`src/sv/beq_pkg.sv`:
```
`timescale 1ns / 1ps
// shared types and constants for the bounded event queue
// no dependencies; the files that use this package refer to it by scoped name

package beq_pkg;

    localparam int DEPTH_DEF         = 16;
    localparam int PRIORITY_BITS_DEF = 8;
    localparam int PAYLOAD_BITS_DEF  = 32;

    localparam int STAT_W    = 32;
    localparam int CFG_IDX_W = 1;

    typedef enum logic [1:0] {
        ACT_ENQUEUE     = 2'd0,
        ACT_DEQUEUE     = 2'd1,
        ACT_PURGE       = 2'd2,
        ACT_CLEAR_STATS = 2'd3
    } action_t;

    typedef enum logic [1:0] {
        STS_OK        = 2'd0,
        STS_FULL_DROP = 2'd1,
        STS_EMPTY     = 2'd2,
        STS_BAD_POL   = 2'd3
    } status_t;

    typedef enum logic [1:0] {
        POL_DROP_NEWEST = 2'd0,
        POL_DROP_LOWEST = 2'd1,
        POL_BLOCK       = 2'd2,
        POL_INVALID     = 2'd3
    } policy_t;

    typedef enum logic [CFG_IDX_W-1:0] {
        REG_OVERFLOW_POLICY = 1'b0,
        REG_CAPACITY        = 1'b1
    } cfg_reg_t;

    typedef enum logic [2:0] {
        S_IDLE,
        S_DECIDE,
        S_SCAN,
        S_JUDGE,
        S_SHIFT,
        S_APPEND,
        S_DONE
    } state_t;

    // controls for the shared priority comparator
    typedef struct packed {
        logic load;
        logic step;
        logic judge;
    } seek_ctl_t;

endpackage

```
`src/sv/beq_store.sv`:
```
`timescale 1ns / 1ps
// entry store: one write port, one read port with registered read data
// depends on nothing but its parameters

module beq_store #(
    parameter int DEPTH  = 16,
    parameter int DATA_W = 40
) (
    input  logic                       aclk,
    input  logic                       wr_en,
    input  logic [$clog2(DEPTH)-1:0]   wr_addr,
    input  logic [DATA_W-1:0]          wr_data,
    input  logic [$clog2(DEPTH)-1:0]   rd_addr,
    output logic [DATA_W-1:0]          rd_data
);

    logic [DATA_W-1:0] store_mem [DEPTH];
    logic [DATA_W-1:0] rd_data_reg;

    always_ff @(posedge aclk) begin
        if (wr_en) begin
            store_mem[wr_addr] <= wr_data;
        end
    end

    always_ff @(posedge aclk) begin
        rd_data_reg <= store_mem[rd_addr];
    end

    assign rd_data = rd_data_reg;

endmodule

```
`src/sv/beq_seek.sv`:
```
`timescale 1ns / 1ps
// shared priority comparator with running worst-entry register
// depends on beq_pkg for the control struct

module beq_seek #(
    parameter int PRIO_W = 8,
    parameter int ADDR_W = 4
) (
    input  logic              aclk,
    input  beq_pkg::seek_ctl_t ctl,
    input  logic [PRIO_W-1:0] rd_prio,
    input  logic [PRIO_W-1:0] item_prio,
    input  logic [ADDR_W-1:0] idx,
    output logic [ADDR_W-1:0] best_idx,
    output logic              gt
);

    logic [PRIO_W-1:0] best_prio_reg;
    logic [ADDR_W-1:0] best_idx_reg;
    logic [PRIO_W-1:0] operand;

    // strict compare keeps the oldest entry on a tie
    assign operand = ctl.judge ? item_prio : rd_prio;
    assign gt      = operand > best_prio_reg;

    always_ff @(posedge aclk) begin
        if (ctl.load) begin
            best_prio_reg <= rd_prio;
            best_idx_reg  <= '0;
        end else if (ctl.step && gt) begin
            best_prio_reg <= rd_prio;
            best_idx_reg  <= idx;
        end
    end

    assign best_idx  = best_idx_reg;

endmodule

```
`src/sv/beq_ctrl.sv`:
```
`timescale 1ns / 1ps
// sequencer: ring pointers, fill level, statistics and the result register
// depends on beq_pkg; drives beq_store and beq_seek

module beq_ctrl #(
    parameter int DEPTH  = 16,
    parameter int PRIO_W = 8,
    parameter int PAY_W  = 32
) (
    input  logic                             aclk,
    input  logic                             aresetn,
    input  logic                             s_valid,
    output logic                             s_ready,
    input  logic [1:0]                       s_action,
    input  logic [PRIO_W-1:0]                s_event_priority,
    input  logic [PAY_W-1:0]                 s_event_payload,
    output logic                             m_valid,
    input  logic                             m_ready,
    output logic [1:0]                       m_status,
    output logic                             m_evicted,
    output logic [PRIO_W-1:0]                m_out_priority,
    output logic [PAY_W-1:0]                 m_out_payload,
    output logic [$clog2(DEPTH+1)-1:0]       m_depth_now,
    output logic [beq_pkg::STAT_W-1:0]       m_enqueued_total,
    output logic [beq_pkg::STAT_W-1:0]       m_dequeued_total,
    output logic [beq_pkg::STAT_W-1:0]       m_overflow_total,
    output logic [beq_pkg::STAT_W-1:0]       m_drop_total,
    output logic [$clog2(DEPTH+1)-1:0]       m_peak_depth,
    input  beq_pkg::policy_t                 policy,
    input  logic [$clog2(DEPTH+1)-1:0]       eff_cap,
    output logic                             mem_we,
    output logic [$clog2(DEPTH)-1:0]         mem_waddr,
    output logic [PRIO_W+PAY_W-1:0]          mem_wdata,
    output logic [$clog2(DEPTH)-1:0]         mem_raddr,
    input  logic [PRIO_W+PAY_W-1:0]          mem_rdata,
    output beq_pkg::seek_ctl_t               seek_ctl,
    output logic [$clog2(DEPTH)-1:0]         seek_idx,
    input  logic [$clog2(DEPTH)-1:0]         best_idx,
    input  logic                             seek_gt
);

    localparam int ADDR_W  = $clog2(DEPTH);
    localparam int CNT_W   = $clog2(DEPTH+1);
    localparam int ENTRY_W = PRIO_W + PAY_W;
    localparam int STAT_W  = beq_pkg::STAT_W;
    localparam logic [ADDR_W:0]   DEPTH_X  = (ADDR_W+1)'(DEPTH);
    localparam logic [ADDR_W-1:0] HEAD_MAX = ADDR_W'(DEPTH - 1);

    beq_pkg::state_t  state_reg, state_next;
    beq_pkg::action_t act_reg;
    logic [PRIO_W-1:0] prio_reg;
    logic [PAY_W-1:0]  pay_reg;

    logic [ADDR_W-1:0] head_reg, head_next;
    logic [CNT_W-1:0]  fill_reg, fill_next;
    logic [ADDR_W-1:0] cnt_reg, cnt_next;
    logic [STAT_W-1:0] enq_reg, enq_next;
    logic [STAT_W-1:0] deq_reg, deq_next;
    logic [STAT_W-1:0] ovf_reg, ovf_next;
    logic [STAT_W-1:0] drop_reg, drop_next;
    logic [CNT_W-1:0]  wm_reg, wm_next;

    beq_pkg::status_t  res_status_reg, res_status_next;
    logic              res_evicted_reg, res_evicted_next;
    logic [PRIO_W-1:0] res_prio_reg, res_prio_next;
    logic [PAY_W-1:0]  res_pay_reg, res_pay_next;

    logic              m_valid_reg;
    beq_pkg::status_t  m_status_reg;
    logic              m_evicted_reg;
    logic [PRIO_W-1:0] m_prio_reg;
    logic [PAY_W-1:0]  m_pay_reg;
    logic [CNT_W-1:0]  m_depth_reg;
    logic [STAT_W-1:0] m_enq_reg, m_deq_reg, m_ovf_reg, m_drop_reg;
    logic [CNT_W-1:0]  m_peak_reg;

    logic              out_free;
    logic              out_load;
    logic              accept;
    logic              room;
    logic              lowest_path;
    logic [CNT_W-1:0]  fill_last;
    logic [CNT_W-1:0]  fill_inc;
    logic [CNT_W-1:0]  cnt_ext;
    logic [ADDR_W-1:0] rd_logical;
    logic [ADDR_W-1:0] head_inc;
    logic [PRIO_W-1:0] rd_prio;
    logic [PAY_W-1:0]  rd_pay;

    // ring position of a logical slot, oldest entry at logical zero
    function automatic logic [ADDR_W-1:0] phys(input logic [ADDR_W-1:0] base,
                                               input logic [ADDR_W-1:0] ofs);
        logic [ADDR_W:0] sum;
        sum = {1'b0, base} + {1'b0, ofs};
        if (sum >= DEPTH_X) begin
            sum = sum - DEPTH_X;
        end
        return sum[ADDR_W-1:0];
    endfunction

    assign out_free    = !m_valid_reg || m_ready;
    assign out_load    = (state_reg == beq_pkg::S_DONE) && out_free;
    assign s_ready     = (state_reg == beq_pkg::S_IDLE) || out_load;
    assign accept      = s_valid && s_ready;
    assign room        = fill_reg < eff_cap;
    assign lowest_path = (act_reg == beq_pkg::ACT_ENQUEUE) && !room &&
                         (policy == beq_pkg::POL_DROP_LOWEST);
    assign fill_last   = fill_reg - CNT_W'(1);
    assign fill_inc    = fill_reg + CNT_W'(1);
    assign cnt_ext     = CNT_W'(cnt_reg);
    assign head_inc    = (head_reg == HEAD_MAX) ? '0 : head_reg + ADDR_W'(1);
    assign rd_prio     = mem_rdata[ENTRY_W-1 -: PRIO_W];
    assign rd_pay      = mem_rdata[PAY_W-1:0];
    assign seek_idx    = cnt_reg;
    assign mem_raddr   = phys(head_reg, rd_logical);

    // next state
    always_comb begin
        state_next = state_reg;
        unique case (state_reg)
            beq_pkg::S_IDLE: begin
                if (s_valid) begin
                    state_next = beq_pkg::S_DECIDE;
                end
            end
            beq_pkg::S_DECIDE: begin
                if (lowest_path) begin
                    state_next = (fill_reg > CNT_W'(1)) ? beq_pkg::S_SCAN : beq_pkg::S_JUDGE;
                end else begin
                    state_next = beq_pkg::S_DONE;
                end
            end
            beq_pkg::S_SCAN: begin
                if (cnt_ext == fill_last) begin
                    state_next = beq_pkg::S_JUDGE;
                end
            end
            beq_pkg::S_JUDGE: begin
                if (seek_gt) begin
                    state_next = beq_pkg::S_DONE;
                end else if (CNT_W'(best_idx) == fill_last) begin
                    state_next = beq_pkg::S_APPEND;
                end else begin
                    state_next = beq_pkg::S_SHIFT;
                end
            end
            beq_pkg::S_SHIFT: begin
                if (cnt_ext + CNT_W'(1) == fill_last) begin
                    state_next = beq_pkg::S_APPEND;
                end
            end
            beq_pkg::S_APPEND: begin
                state_next = beq_pkg::S_DONE;
            end
            beq_pkg::S_DONE: begin
                if (out_free) begin
                    state_next = s_valid ? beq_pkg::S_DECIDE : beq_pkg::S_IDLE;
                end
            end
            default: begin
                state_next = beq_pkg::S_IDLE;
            end
        endcase
    end

    // datapath and store controls
    always_comb begin
        head_next        = head_reg;
        fill_next        = fill_reg;
        cnt_next         = cnt_reg;
        enq_next         = enq_reg;
        deq_next         = deq_reg;
        ovf_next         = ovf_reg;
        drop_next        = drop_reg;
        wm_next          = wm_reg;
        res_status_next  = res_status_reg;
        res_evicted_next = res_evicted_reg;
        res_prio_next    = res_prio_reg;
        res_pay_next     = res_pay_reg;
        mem_we           = 1'b0;
        mem_waddr        = phys(head_reg, fill_reg[ADDR_W-1:0]);
        mem_wdata        = {prio_reg, pay_reg};
        rd_logical       = '0;
        seek_ctl         = '0;

        unique case (state_reg)
            beq_pkg::S_DECIDE: begin
                res_status_next  = beq_pkg::STS_OK;
                res_evicted_next = 1'b0;
                res_prio_next    = '0;
                res_pay_next     = '0;
                unique case (act_reg)
                    beq_pkg::ACT_ENQUEUE: begin
                        if (room) begin
                            mem_we    = 1'b1;
                            fill_next = fill_inc;
                            enq_next  = enq_reg + STAT_W'(1);
                            if (fill_inc > wm_reg) begin
                                wm_next = fill_inc;
                            end
                        end else begin
                            unique case (policy)
                                beq_pkg::POL_DROP_NEWEST, beq_pkg::POL_BLOCK: begin
                                    ovf_next        = ovf_reg + STAT_W'(1);
                                    res_status_next = beq_pkg::STS_FULL_DROP;
                                end
                                beq_pkg::POL_DROP_LOWEST: begin
                                    // head entry already read, start the scan
                                    seek_ctl.load = 1'b1;
                                    cnt_next      = ADDR_W'(1);
                                    rd_logical    = ADDR_W'(1);
                                end
                                beq_pkg::POL_INVALID: begin
                                    res_status_next = beq_pkg::STS_BAD_POL;
                                end
                                default: begin
                                    res_status_next = beq_pkg::STS_BAD_POL;
                                end
                            endcase
                        end
                    end
                    beq_pkg::ACT_DEQUEUE: begin
                        if (fill_reg == '0) begin
                            res_status_next = beq_pkg::STS_EMPTY;
                        end else begin
                            res_prio_next = rd_prio;
                            res_pay_next  = rd_pay;
                            head_next     = head_inc;
                            fill_next     = fill_last;
                            deq_next      = deq_reg + STAT_W'(1);
                        end
                    end
                    beq_pkg::ACT_PURGE: begin
                        drop_next = drop_reg + STAT_W'(fill_reg);
                        fill_next = '0;
                    end
                    beq_pkg::ACT_CLEAR_STATS: begin
                        enq_next  = '0;
                        deq_next  = '0;
                        ovf_next  = '0;
                        drop_next = '0;
                        wm_next   = '0;
                    end
                    default: begin
                        res_status_next = beq_pkg::STS_OK;
                    end
                endcase
            end
            beq_pkg::S_SCAN: begin
                seek_ctl.step = 1'b1;
                cnt_next      = cnt_reg + ADDR_W'(1);
                rd_logical    = cnt_reg + ADDR_W'(1);
            end
            beq_pkg::S_JUDGE: begin
                seek_ctl.judge = 1'b1;
                drop_next      = drop_reg + STAT_W'(1);
                cnt_next       = best_idx;
                rd_logical     = best_idx + ADDR_W'(1);
                if (seek_gt) begin
                    res_status_next = beq_pkg::STS_FULL_DROP;
                end else begin
                    res_evicted_next = 1'b1;
                end
            end
            beq_pkg::S_SHIFT: begin
                // close the gap: entry cnt+1 arrives and moves down one slot
                mem_we     = 1'b1;
                mem_waddr  = phys(head_reg, cnt_reg);
                mem_wdata  = mem_rdata;
                cnt_next   = cnt_reg + ADDR_W'(1);
                rd_logical = cnt_reg + ADDR_W'(2);
            end
            beq_pkg::S_APPEND: begin
                mem_we    = 1'b1;
                mem_waddr = phys(head_reg, fill_last[ADDR_W-1:0]);
                enq_next  = enq_reg + STAT_W'(1);
                if (fill_reg > wm_reg) begin
                    wm_next = fill_reg;
                end
            end
            beq_pkg::S_IDLE, beq_pkg::S_DONE: begin
                rd_logical = '0;
            end
            default: begin
                rd_logical = '0;
            end
        endcase
    end

    always_ff @(posedge aclk) begin
        if (!aresetn) begin
            state_reg   <= beq_pkg::S_IDLE;
            head_reg    <= '0;
            fill_reg    <= '0;
            enq_reg     <= '0;
            deq_reg     <= '0;
            ovf_reg     <= '0;
            drop_reg    <= '0;
            wm_reg      <= '0;
            m_valid_reg <= 1'b0;
        end else begin
            state_reg <= state_next;
            head_reg  <= head_next;
            fill_reg  <= fill_next;
            enq_reg   <= enq_next;
            deq_reg   <= deq_next;
            ovf_reg   <= ovf_next;
            drop_reg  <= drop_next;
            wm_reg    <= wm_next;
            if (out_load) begin
                m_valid_reg <= 1'b1;
            end else if (m_ready) begin
                m_valid_reg <= 1'b0;
            end
        end
    end

    always_ff @(posedge aclk) begin
        cnt_reg         <= cnt_next;
        res_status_reg  <= res_status_next;
        res_evicted_reg <= res_evicted_next;
        res_prio_reg    <= res_prio_next;
        res_pay_reg     <= res_pay_next;
        if (accept) begin
            act_reg  <= beq_pkg::action_t'(s_action);
            prio_reg <= s_event_priority;
            pay_reg  <= s_event_payload;
        end
        if (out_load) begin
            m_status_reg  <= res_status_reg;
            m_evicted_reg <= res_evicted_reg;
            m_prio_reg    <= res_prio_reg;
            m_pay_reg     <= res_pay_reg;
            m_depth_reg   <= fill_reg;
            m_enq_reg     <= enq_reg;
            m_deq_reg     <= deq_reg;
            m_ovf_reg     <= ovf_reg;
            m_drop_reg    <= drop_reg;
            m_peak_reg    <= wm_reg;
        end
    end

    assign m_valid          = m_valid_reg;
    assign m_status         = m_status_reg;
    assign m_evicted        = m_evicted_reg;
    assign m_out_priority   = m_prio_reg;
    assign m_out_payload    = m_pay_reg;
    assign m_depth_now      = m_depth_reg;
    assign m_enqueued_total = m_enq_reg;
    assign m_dequeued_total = m_deq_reg;
    assign m_overflow_total = m_ovf_reg;
    assign m_drop_total     = m_drop_reg;
    assign m_peak_depth     = m_peak_reg;

    a_fill_bound: assert property (@(posedge aclk) disable iff (!aresetn)
        fill_reg <= CNT_W'(DEPTH))
        else $error("fill level above built depth");

    a_accept_decide: assert property (@(posedge aclk) disable iff (!aresetn)
        accept |=> state_reg == beq_pkg::S_DECIDE)
        else $error("accepted beat not executed next cycle");

    a_result_from_done: assert property (@(posedge aclk) disable iff (!aresetn)
        $rose(m_valid_reg) |-> $past(state_reg) == beq_pkg::S_DONE)
        else $error("result loaded outside done state");

    a_evict_ok: assert property (@(posedge aclk) disable iff (!aresetn)
        m_valid_reg && m_evicted_reg |-> m_status_reg == beq_pkg::STS_OK)
        else $error("eviction reported with failing status");

    a_shift_range: assert property (@(posedge aclk) disable iff (!aresetn)
        state_reg == beq_pkg::S_SHIFT |-> cnt_ext + CNT_W'(1) < fill_reg)
        else $error("shift beyond held entries");

endmodule

```
`src/sv/bounded_event_queue_drop_lowest_unit.sv`:
```
`timescale 1ns / 1ps
// top level of the bounded event queue with drop-lowest eviction
// depends on beq_pkg, beq_store, beq_seek and beq_ctrl
//
//  channel   ports                      direction  handshake
//  request   s_action/s_event_*         in         s_valid / s_ready
//  result    m_status .. m_peak_depth   out        m_valid / m_ready
//  config    cfg_index/cfg_data         in         cfg_we, no wait
//
// enqueue with room, dequeue, purge and statistics clear go from decide straight to done
// an enqueue on a full queue under drop-lowest first makes one store read per held
//   entry for the worst-entry scan, then the new event is rejected or the worst entry is
//   evicted; after an eviction each later entry is moved down one slot to close the gap
//   and the new event is appended; the single store read port makes these steps serial
// the store needs no clearing after reset; s_ready is low while a beat is in work
// a finished result waits in the output register; the next beat is taken meanwhile

module bounded_event_queue_drop_lowest_unit #(
    parameter int DEPTH         = beq_pkg::DEPTH_DEF,
    parameter int PRIORITY_BITS = beq_pkg::PRIORITY_BITS_DEF,
    parameter int PAYLOAD_BITS  = beq_pkg::PAYLOAD_BITS_DEF
) (
    input  logic                                   aclk,
    input  logic                                   aresetn,
    input  logic                                   cfg_we,
    input  logic [beq_pkg::CFG_IDX_W-1:0]          cfg_index,
    input  logic [(($clog2(DEPTH+1) > 2) ? $clog2(DEPTH+1) : 2)-1:0] cfg_data,
    input  logic                                   s_valid,
    output logic                                   s_ready,
    input  logic [1:0]                             s_action,
    input  logic [PRIORITY_BITS-1:0]               s_event_priority,
    input  logic [PAYLOAD_BITS-1:0]                s_event_payload,
    output logic                                   m_valid,
    input  logic                                   m_ready,
    output logic [1:0]                             m_status,
    output logic                                   m_evicted,
    output logic [PRIORITY_BITS-1:0]               m_out_priority,
    output logic [PAYLOAD_BITS-1:0]                m_out_payload,
    output logic [$clog2(DEPTH+1)-1:0]             m_depth_now,
    output logic [beq_pkg::STAT_W-1:0]             m_enqueued_total,
    output logic [beq_pkg::STAT_W-1:0]             m_dequeued_total,
    output logic [beq_pkg::STAT_W-1:0]             m_overflow_total,
    output logic [beq_pkg::STAT_W-1:0]             m_drop_total,
    output logic [$clog2(DEPTH+1)-1:0]             m_peak_depth
);

    localparam int ADDR_W  = $clog2(DEPTH);
    localparam int CNT_W   = $clog2(DEPTH+1);
    localparam int ENTRY_W = PRIORITY_BITS + PAYLOAD_BITS;

    beq_pkg::policy_t   policy_reg;
    logic [CNT_W-1:0]   cap_reg;
    logic [CNT_W-1:0]   eff_cap;

    logic               mem_we;
    logic [ADDR_W-1:0]  mem_waddr;
    logic [ENTRY_W-1:0] mem_wdata;
    logic [ADDR_W-1:0]  mem_raddr;
    logic [ENTRY_W-1:0] mem_rdata;

    beq_pkg::seek_ctl_t     seek_ctl;
    logic [ADDR_W-1:0]      seek_idx;
    logic [ADDR_W-1:0]      best_idx;
    logic                   seek_gt;

    // the comparator judges the held request priority against the worst entry
    logic [PRIORITY_BITS-1:0] s_event_priority_q;

    always_ff @(posedge aclk) begin
        if (!aresetn) begin
            policy_reg <= beq_pkg::POL_DROP_NEWEST;
            cap_reg    <= CNT_W'(DEPTH);
        end else if (cfg_we) begin
            unique case (beq_pkg::cfg_reg_t'(cfg_index))
                beq_pkg::REG_OVERFLOW_POLICY: policy_reg <= beq_pkg::policy_t'(cfg_data[1:0]);
                beq_pkg::REG_CAPACITY:        cap_reg    <= cfg_data[CNT_W-1:0];
                default:                      cap_reg    <= cap_reg;
            endcase
        end
    end

    // zero acts as one, anything above the built depth acts as the depth
    always_comb begin
        if (cap_reg == '0) begin
            eff_cap = CNT_W'(1);
        end else if (cap_reg > CNT_W'(DEPTH)) begin
            eff_cap = CNT_W'(DEPTH);
        end else begin
            eff_cap = cap_reg;
        end
    end

    always_ff @(posedge aclk) begin
        if (s_valid && s_ready) begin
            s_event_priority_q <= s_event_priority;
        end
    end

    beq_store #(
        .DEPTH  (DEPTH),
        .DATA_W (ENTRY_W)
    ) u_store (
        .aclk    (aclk),
        .wr_en   (mem_we),
        .wr_addr (mem_waddr),
        .wr_data (mem_wdata),
        .rd_addr (mem_raddr),
        .rd_data (mem_rdata)
    );

    beq_seek #(
        .PRIO_W (PRIORITY_BITS),
        .ADDR_W (ADDR_W)
    ) u_seek (
        .aclk      (aclk),
        .ctl       (seek_ctl),
        .rd_prio   (mem_rdata[ENTRY_W-1 -: PRIORITY_BITS]),
        .item_prio (s_event_priority_q),
        .idx       (seek_idx),
        .best_idx  (best_idx),
        .gt        (seek_gt)
    );

    beq_ctrl #(
        .DEPTH  (DEPTH),
        .PRIO_W (PRIORITY_BITS),
        .PAY_W  (PAYLOAD_BITS)
    ) u_ctrl (
        .aclk             (aclk),
        .aresetn          (aresetn),
        .s_valid          (s_valid),
        .s_ready          (s_ready),
        .s_action         (s_action),
        .s_event_priority (s_event_priority),
        .s_event_payload  (s_event_payload),
        .m_valid          (m_valid),
        .m_ready          (m_ready),
        .m_status         (m_status),
        .m_evicted        (m_evicted),
        .m_out_priority   (m_out_priority),
        .m_out_payload    (m_out_payload),
        .m_depth_now      (m_depth_now),
        .m_enqueued_total (m_enqueued_total),
        .m_dequeued_total (m_dequeued_total),
        .m_overflow_total (m_overflow_total),
        .m_drop_total     (m_drop_total),
        .m_peak_depth     (m_peak_depth),
        .policy           (policy_reg),
        .eff_cap          (eff_cap),
        .mem_we           (mem_we),
        .mem_waddr        (mem_waddr),
        .mem_wdata        (mem_wdata),
        .mem_raddr        (mem_raddr),
        .mem_rdata        (mem_rdata),
        .seek_ctl         (seek_ctl),
        .seek_idx         (seek_idx),
        .best_idx         (best_idx),
        .seek_gt          (seek_gt)
    );

    a_cap_range: assert property (@(posedge aclk) disable iff (!aresetn)
        eff_cap != '0 && eff_cap <= CNT_W'(DEPTH))
        else $error("effective capacity out of range");

    a_no_result_unused: assert property (@(posedge aclk) disable iff (!aresetn)
        seek_ctl.load |-> !seek_ctl.step && !seek_ctl.judge)
        else $error("comparator loaded and stepped together");

    a_one_write: assert property (@(posedge aclk) disable iff (!aresetn)
        seek_ctl.judge |-> !mem_we)
        else $error("store written while judging");

endmodule
```
`config.mk`:
```
export PLATFORM = sky130hd
export DESIGN_NAME = bounded_event_queue_drop_lowest_unit
export DESIGN_NICKNAME = d
export VERILOG_FILES = /design/src/sv/beq_pkg.sv /design/src/sv/beq_store.sv /design/src/sv/beq_seek.sv /design/src/sv/beq_ctrl.sv /design/src/sv/bounded_event_queue_drop_lowest_unit.sv
export SDC_FILE = /design/constraint.sdc
export NUM_CORES = 1
export LEC_CHECK = 0
export ABC_AREA = 0
export BUFFER_PORTS_ARGS = -buffer_cell sky130_fd_sc_hd__buf_2
export CORE_MARGIN = 5
export CORE_UTILIZATION = 30
export CTS_CLUSTER_DIAMETER = 30
export DETAILED_ROUTE_END_ITERATION = 16
export MAX_ROUTING_LAYER = met4
export SLEW_MARGIN = 20
export SYNTH_ARGS = -nofsm -noshare
export SYNTH_HDL_FRONTEND = slang
export SYNTH_HIERARCHICAL = 1
export SYNTH_SLANG_ARGS = --single-unit
```
`constraint.sdc`:
```
create_clock -name aclk -period 24.8 [get_ports aclk]
set_input_delay 2.48 -clock aclk [delete_from_list [all_inputs] [get_ports aclk]]
set_output_delay 2.48 -clock aclk [all_outputs]
set_load 0.02 [all_outputs]
```
# [Yosys cells after proc, flatten, opt, wreduce, memory -nomap -nowiden]
# Memories as Yosys holds them, arrays and structs flattened. A register that Yosys moved wholly into a read port is not among the register bits.
# Index checks and enable logic that the tools add are counted.
[classes] addsub=20 order_cmp=10 n_eq_ne=34 mux=69 n_bitwise=3 n_reduce_logical=39
[op_table] cell="$pmux 32 s2" n=6
[op_table] cell="$add 32x1->32 const B" n=4
[op_table] cell="$mux 32" n=4
[op_table] cell="$mux 4" n=10
[op_table] cell="$mux 40" n=1
[op_table] cell="$mux 5" n=7
[op_table] cell="$add 32x5->32" n=1
[op_table] cell="$mux 8" n=3
[op_table] cell="$pmux 3 s7" n=1
[op_table] cell="$add 4x4->5" n=4
[op_table] cell="$ge 5x5->1 const B" n=4
[op_table] cell="$pmux 5 s2" n=2
[op_table] cell="$mux 3" n=6
[op_table] cell="$mux 1" n=17
[op_table] cell="$pmux 4 s4" n=1
[op_table] cell="$reduce_and 4->1" n=4
[op_table] cell="$sub 4x1->4 const B" n=4
[op_table] cell="$pmux 5 s3" n=1
[op_table] cell="$ne 2x1->1 const B" n=7
[op_table] cell="$ne 2x2->1 const B" n=7
[op_table] cell="$add 4x1->4 const B" n=3
[op_table] cell="$pmux 2 s2" n=3
[op_table] cell="$pmux 4 s3" n=1
[op_table] cell="$reduce_bool 2->1" n=6
[op_table] cell="other kinds (34)" n=68
[word_totals] ff_bits=435 ramBits=640 in_bits=53 out_inout_bits=183 word_cells=207 memories=1
[mem_list] name="u_store.store_mem" words=16 word_bits=40 read_ports=1 rd_clocked_by_memory_dff=1 wr=1 line="beq_store.sv:17" text="logic [DATA_W-1:0] store_mem [DEPTH];"

# [Longest topological paths before layout]
[logic_depth] depth_word=10 mapped_depth=19 depth_no_buf=16

# [Cells and area by module]
# The synthesis kept the hierarchy.
[by_module_without_submodules] mod="beq_store" instances=1 cells_each=1040 area_per_inst_um2=25131.6 seq_area_each_um2=20019.2
[by_module_without_submodules] mod="beq_ctrl" instances=1 cells_each=1627 area_per_inst_um2=18172.4 seq_area_each_um2=11030.6
[by_module_without_submodules] mod="beq_seek" instances=1 cells_each=62 area_per_inst_um2=740.7 seq_area_each_um2=320.3
[by_module_without_submodules] mod="bounded_event_queue_drop_lowest_unit" instances=1 cells_each=45 area_per_inst_um2=566.8 seq_area_each_um2=380.4

# [Worst setup path after synthesis]
# OpenSTA, ideal clock, no wires.
[synth_timing] path_kind="input-to-reg" from="input port m_ready" to="register u_ctrl.m_depth_reg[0] (netlist: u_ctrl/m_depth_now[0]) (enable)" t_arrival_ps=14810 t_required_ps=23855 path_slack_ps=9045 cell_stages=2 path_buffers=0 path_cell_list="nor2b_1 -> nor3_1"
[synth_via] elab_chain_cells=2
[synth_rtl] item="start, declared" line="bounded_event_queue_drop_lowest_unit.sv:34" text="input logic m_ready,"
[synth_rtl] item="$logic_or 1x1->1" line="beq_ctrl.sv:101" text="assign out_free = !m_valid_reg || m_ready;"
[synth_rtl] item="$logic_and 1x1->1" line="beq_ctrl.sv:102" text="assign out_load = (state_reg == beq_pkg::S_DONE) && out_free;"
[synth_rtl] item="net u_ctrl.out_load" line="beq_ctrl.sv:78" text="logic out_load;"
[synth_rtl] item="end signal, assigned" line="beq_ctrl.sv:334" text="m_depth_reg <= fill_reg;"
[synth_rtl] item="end, declared" line="beq_ctrl.sv:73" text="logic [CNT_W-1:0] m_depth_reg;"
# The timed path passes the listed nets, and every way through them passes these cells.
# A chain may end at the register's enable or synchronous reset.

# [Final worst setup path]
[layout_timing] from="input port m_ready" to="output port s_ready"
[layout_via] elab_chain_cells=3
[layout_rtl] item="$logic_or 1x1->1" line="beq_ctrl.sv:101"
[layout_rtl] item="$logic_and 1x1->1" line="beq_ctrl.sv:102"
[layout_rtl] item="$logic_or 1x1->1" line="beq_ctrl.sv:103" text="assign s_ready = (state_reg == beq_pkg::S_IDLE) || out_load;"
[layout_rtl] item="end, declared" line="bounded_event_queue_drop_lowest_unit.sv:29" text="output logic s_ready,"
# No other way between the ends.

==> flow_summary.toml <==
[status]
run_status = "complete, no violations"

[grt]
grt_antenna_before_repair = 10
top_usage_layer = "met2"
grt_use_met3 = 0.0305
overflow = 0
grtUsageMet1 = 0.189
grt_usage = 0.143
grt_max_degree = 120
met2_usage = 0.225
grt_pass1_vias = 26129
grt_pass1_wl_um = 167000

[place]
dp_hpwl_um = 61000
port_buffers = 235
globalplace.congestion = 0.801
dp_slack_ps = 18590
placed_cell_area_mm2 = 0.0480

[setup_path]
cp.arrival_ps = 3670
worstPathMaxFanout = 5
cp.required_ps = 22320
critPathKind = "input pin to output port"
start_kind = "input pin"
crit_path_end_kind = "output port"

[timing]
setup_viol = 0
fin_ws_ps = 18650
skew_ps = 57.5
finalHoldViolations = 0
period_needed_ps = 6150
holdWs_ps = 393
tns_ps = 0
fin_crit_sh = 0.248
fmax_ghz = 0.163
rsz0062_at_grt = "no"
relSlewSlack = 0.261
finalMaxSlewViolations = 0
tightestPinTransition_ps = 1110

[finish]
stdcell_area_mm2 = 0.0553
fin_nets = 3224
largest_reg_flops = 640
syn_to_final_growth_pct = 23.9
multi_input_area_mm2 = 0.0121
seqCellArea_mm2 = 0.0318
drive_above_1_share = 0.241
fillers = 13790
postLayoutCoreUtil = 0.374

[synth]
synth_edf_count = 926
avgSynthCellArea_um2 = 16.1
synth_nets = 2879
synth-main-ff-cell = "edfxtp_1"
ys_seq_elements = 1123
syn_inst = 2774
postSynth.asyncResetShare = 0
yosys.cell_types.count = 84
syn_area_mm2 = 0.0446
yosysWarnings = 6
synth-seq-area-share = 0.712

[drt]
vias_per_cell = 4.97
first_iter_violations = 2079
drtPass1Iterations = 5
num_vias = 25994
drc_errors = 0
postRouteAntennaNets = 0
routed_wl_um = 111000
routedWlPerCell_um = 21.1

[cts]
cts_tree = "done"
clkLatencyLatePin_ps = 780
post_cts_buffers = 0
htreeDepth = 4
cts_buffers = 198
cts_sinks = 1123
cts_resized = 0
root_buffer = "clkbuf_16"
ctsHoldBuffers = 0
ctsLongestPathBuffers = 3
clkTransAtPathRegs_ps = 50

[job]
drv_cap = 0

[power]
power.density_mw_per_mm2 = 114
ir_drop_v = 0.0000823
p_leak_nw = 18.5

[floorplan]
num_rows = 141
die_h_um = 396
design.die.area_mm2 = 0.157
start_util = 0.302
core_region_area_mm2 = 0.148
ioPinCount = 236
die_w_um = 396

[hold_path]
hp-class = "flip-flop to flip-flop"
==> path summary, 6_finish.rpt <==
| path | start | cells past startpoint | to | slack (ps) |
|---|---|---|---|---|
| max | m_ready | 6 | s_ready | 18650 |
| max reg2reg | u_ctrl/fill_reg[1] | 13 | u_store/store_mem[12][36] | 19290 |
| min | u_ctrl/res_prio_reg[5] | 0 | u_ctrl/m_out_priority[5] | 390 |
| min reg2reg | u_ctrl/res_prio_reg[5] | 0 | u_ctrl/m_out_priority[5] | 390 |
==> cell usage in the layout (no fill, tap or decap), types with 54 or more instances in the layout <==
master,count
mux4_2,100
dfxtp_1,197
o21ai_0,73
a22oi_1,84
edfxtp_1,926
nand4_1,54
nand3_1,66
clkbuf_16,204
buf_2,235
a21oi_1,99
nand2_1,248
nor2_1,105
mux4_1,60
==> cell type report <==
| cell class | count | area share |
|---|---|---|
| inverter | 51 | 0.00346 |
| antenna | 3 | 0.000136 |
| sequential | 1123 | 0.574 |
| tap | 1930 | 0.0437 |
| timing repair buffer | 278 | 0.0273 |
| multi-input combinational | 1467 | 0.220 |
| clock buffer | 221 | 0.0949 |
| clock inverter | 155 | 0.0366 |
==> routing by layer <==
layer  wire length (µm)  vias to the layer above
met1              48200                    13223
met3               7590                      141
li1                   -                    11704
met4               1740                        0
met5                  0                        -
met2              53000                      926
==> kinds of logic after synthesis <==
logic type,count (synthesis),synth area share
AOI/OAI and AO/OA,406,0.0613
buffers and inverters,184,0.0207
muxes,182,0.0910
adders and majority gates,52,0.0151
DFF,1123,0.712
xor gates and xnor gates,89,0.0175
and+or+nand+nor,738,0.0828
==> power by group <==
| group | internal, mW | total [mW] | switching (mW) | leakage, nW |
|---|---|---|---|---|
| Sequential | 2.33 | 2.41 | 0.0806 | 9.89 |
| Combinational | 0.364 | 1.00 | 0.636 | 5.10 |
| Clock | 1.90 | 2.88 | 0.988 | 3.48 |
| Total | 4.59 | 6.30 | 1.70 | 18.5 |
==> synth_stat cells (14+ instances only) <==
library cell  count  area share
and2_1           52      0.0073
nor2_1          120       0.010
o31ai_1          20      0.0034
xor2_1           42      0.0082
xnor2_1          47      0.0092
nand2_1         248       0.021
dfxtp_1         197       0.088
a21oi_1          99       0.011
ha_1             49       0.014
a22oi_1          84       0.014
o21ai_0          74      0.0083
mux4_1           60       0.035
nor2b_1          21      0.0029
edfxtp_1        926        0.62
mux2i_1          14      0.0031
or3_1            30      0.0042
or4_1            15      0.0025
nand2b_1         24      0.0034
and3_1           21      0.0029
clkbuf_1         92      0.0077
inv_1            49      0.0041
buf_2            20      0.0022
mux4_2          100       0.050
nor3_1           36      0.0040
nand4_1          54      0.0076
nand3_1          66      0.0074
==> through the flow <==
step | cells | power, mW
final | 5228 | 6.30
after global routing | 5227 | 6.58
after CTS | 5225 | 6.38
after detailed placement | 4849 | 3.47
after global placement | 4849 | 3.45
after floorplan | 2774 | 3.16
==> critical path, stage by stage <==
cell and delay (ps):
buf_2 120, nor2b_1 430, nor2_1 100, nor2_1 150, nor2_1 160, buf_2 220
Note: power is estimated with default switching activity, not from simulation.
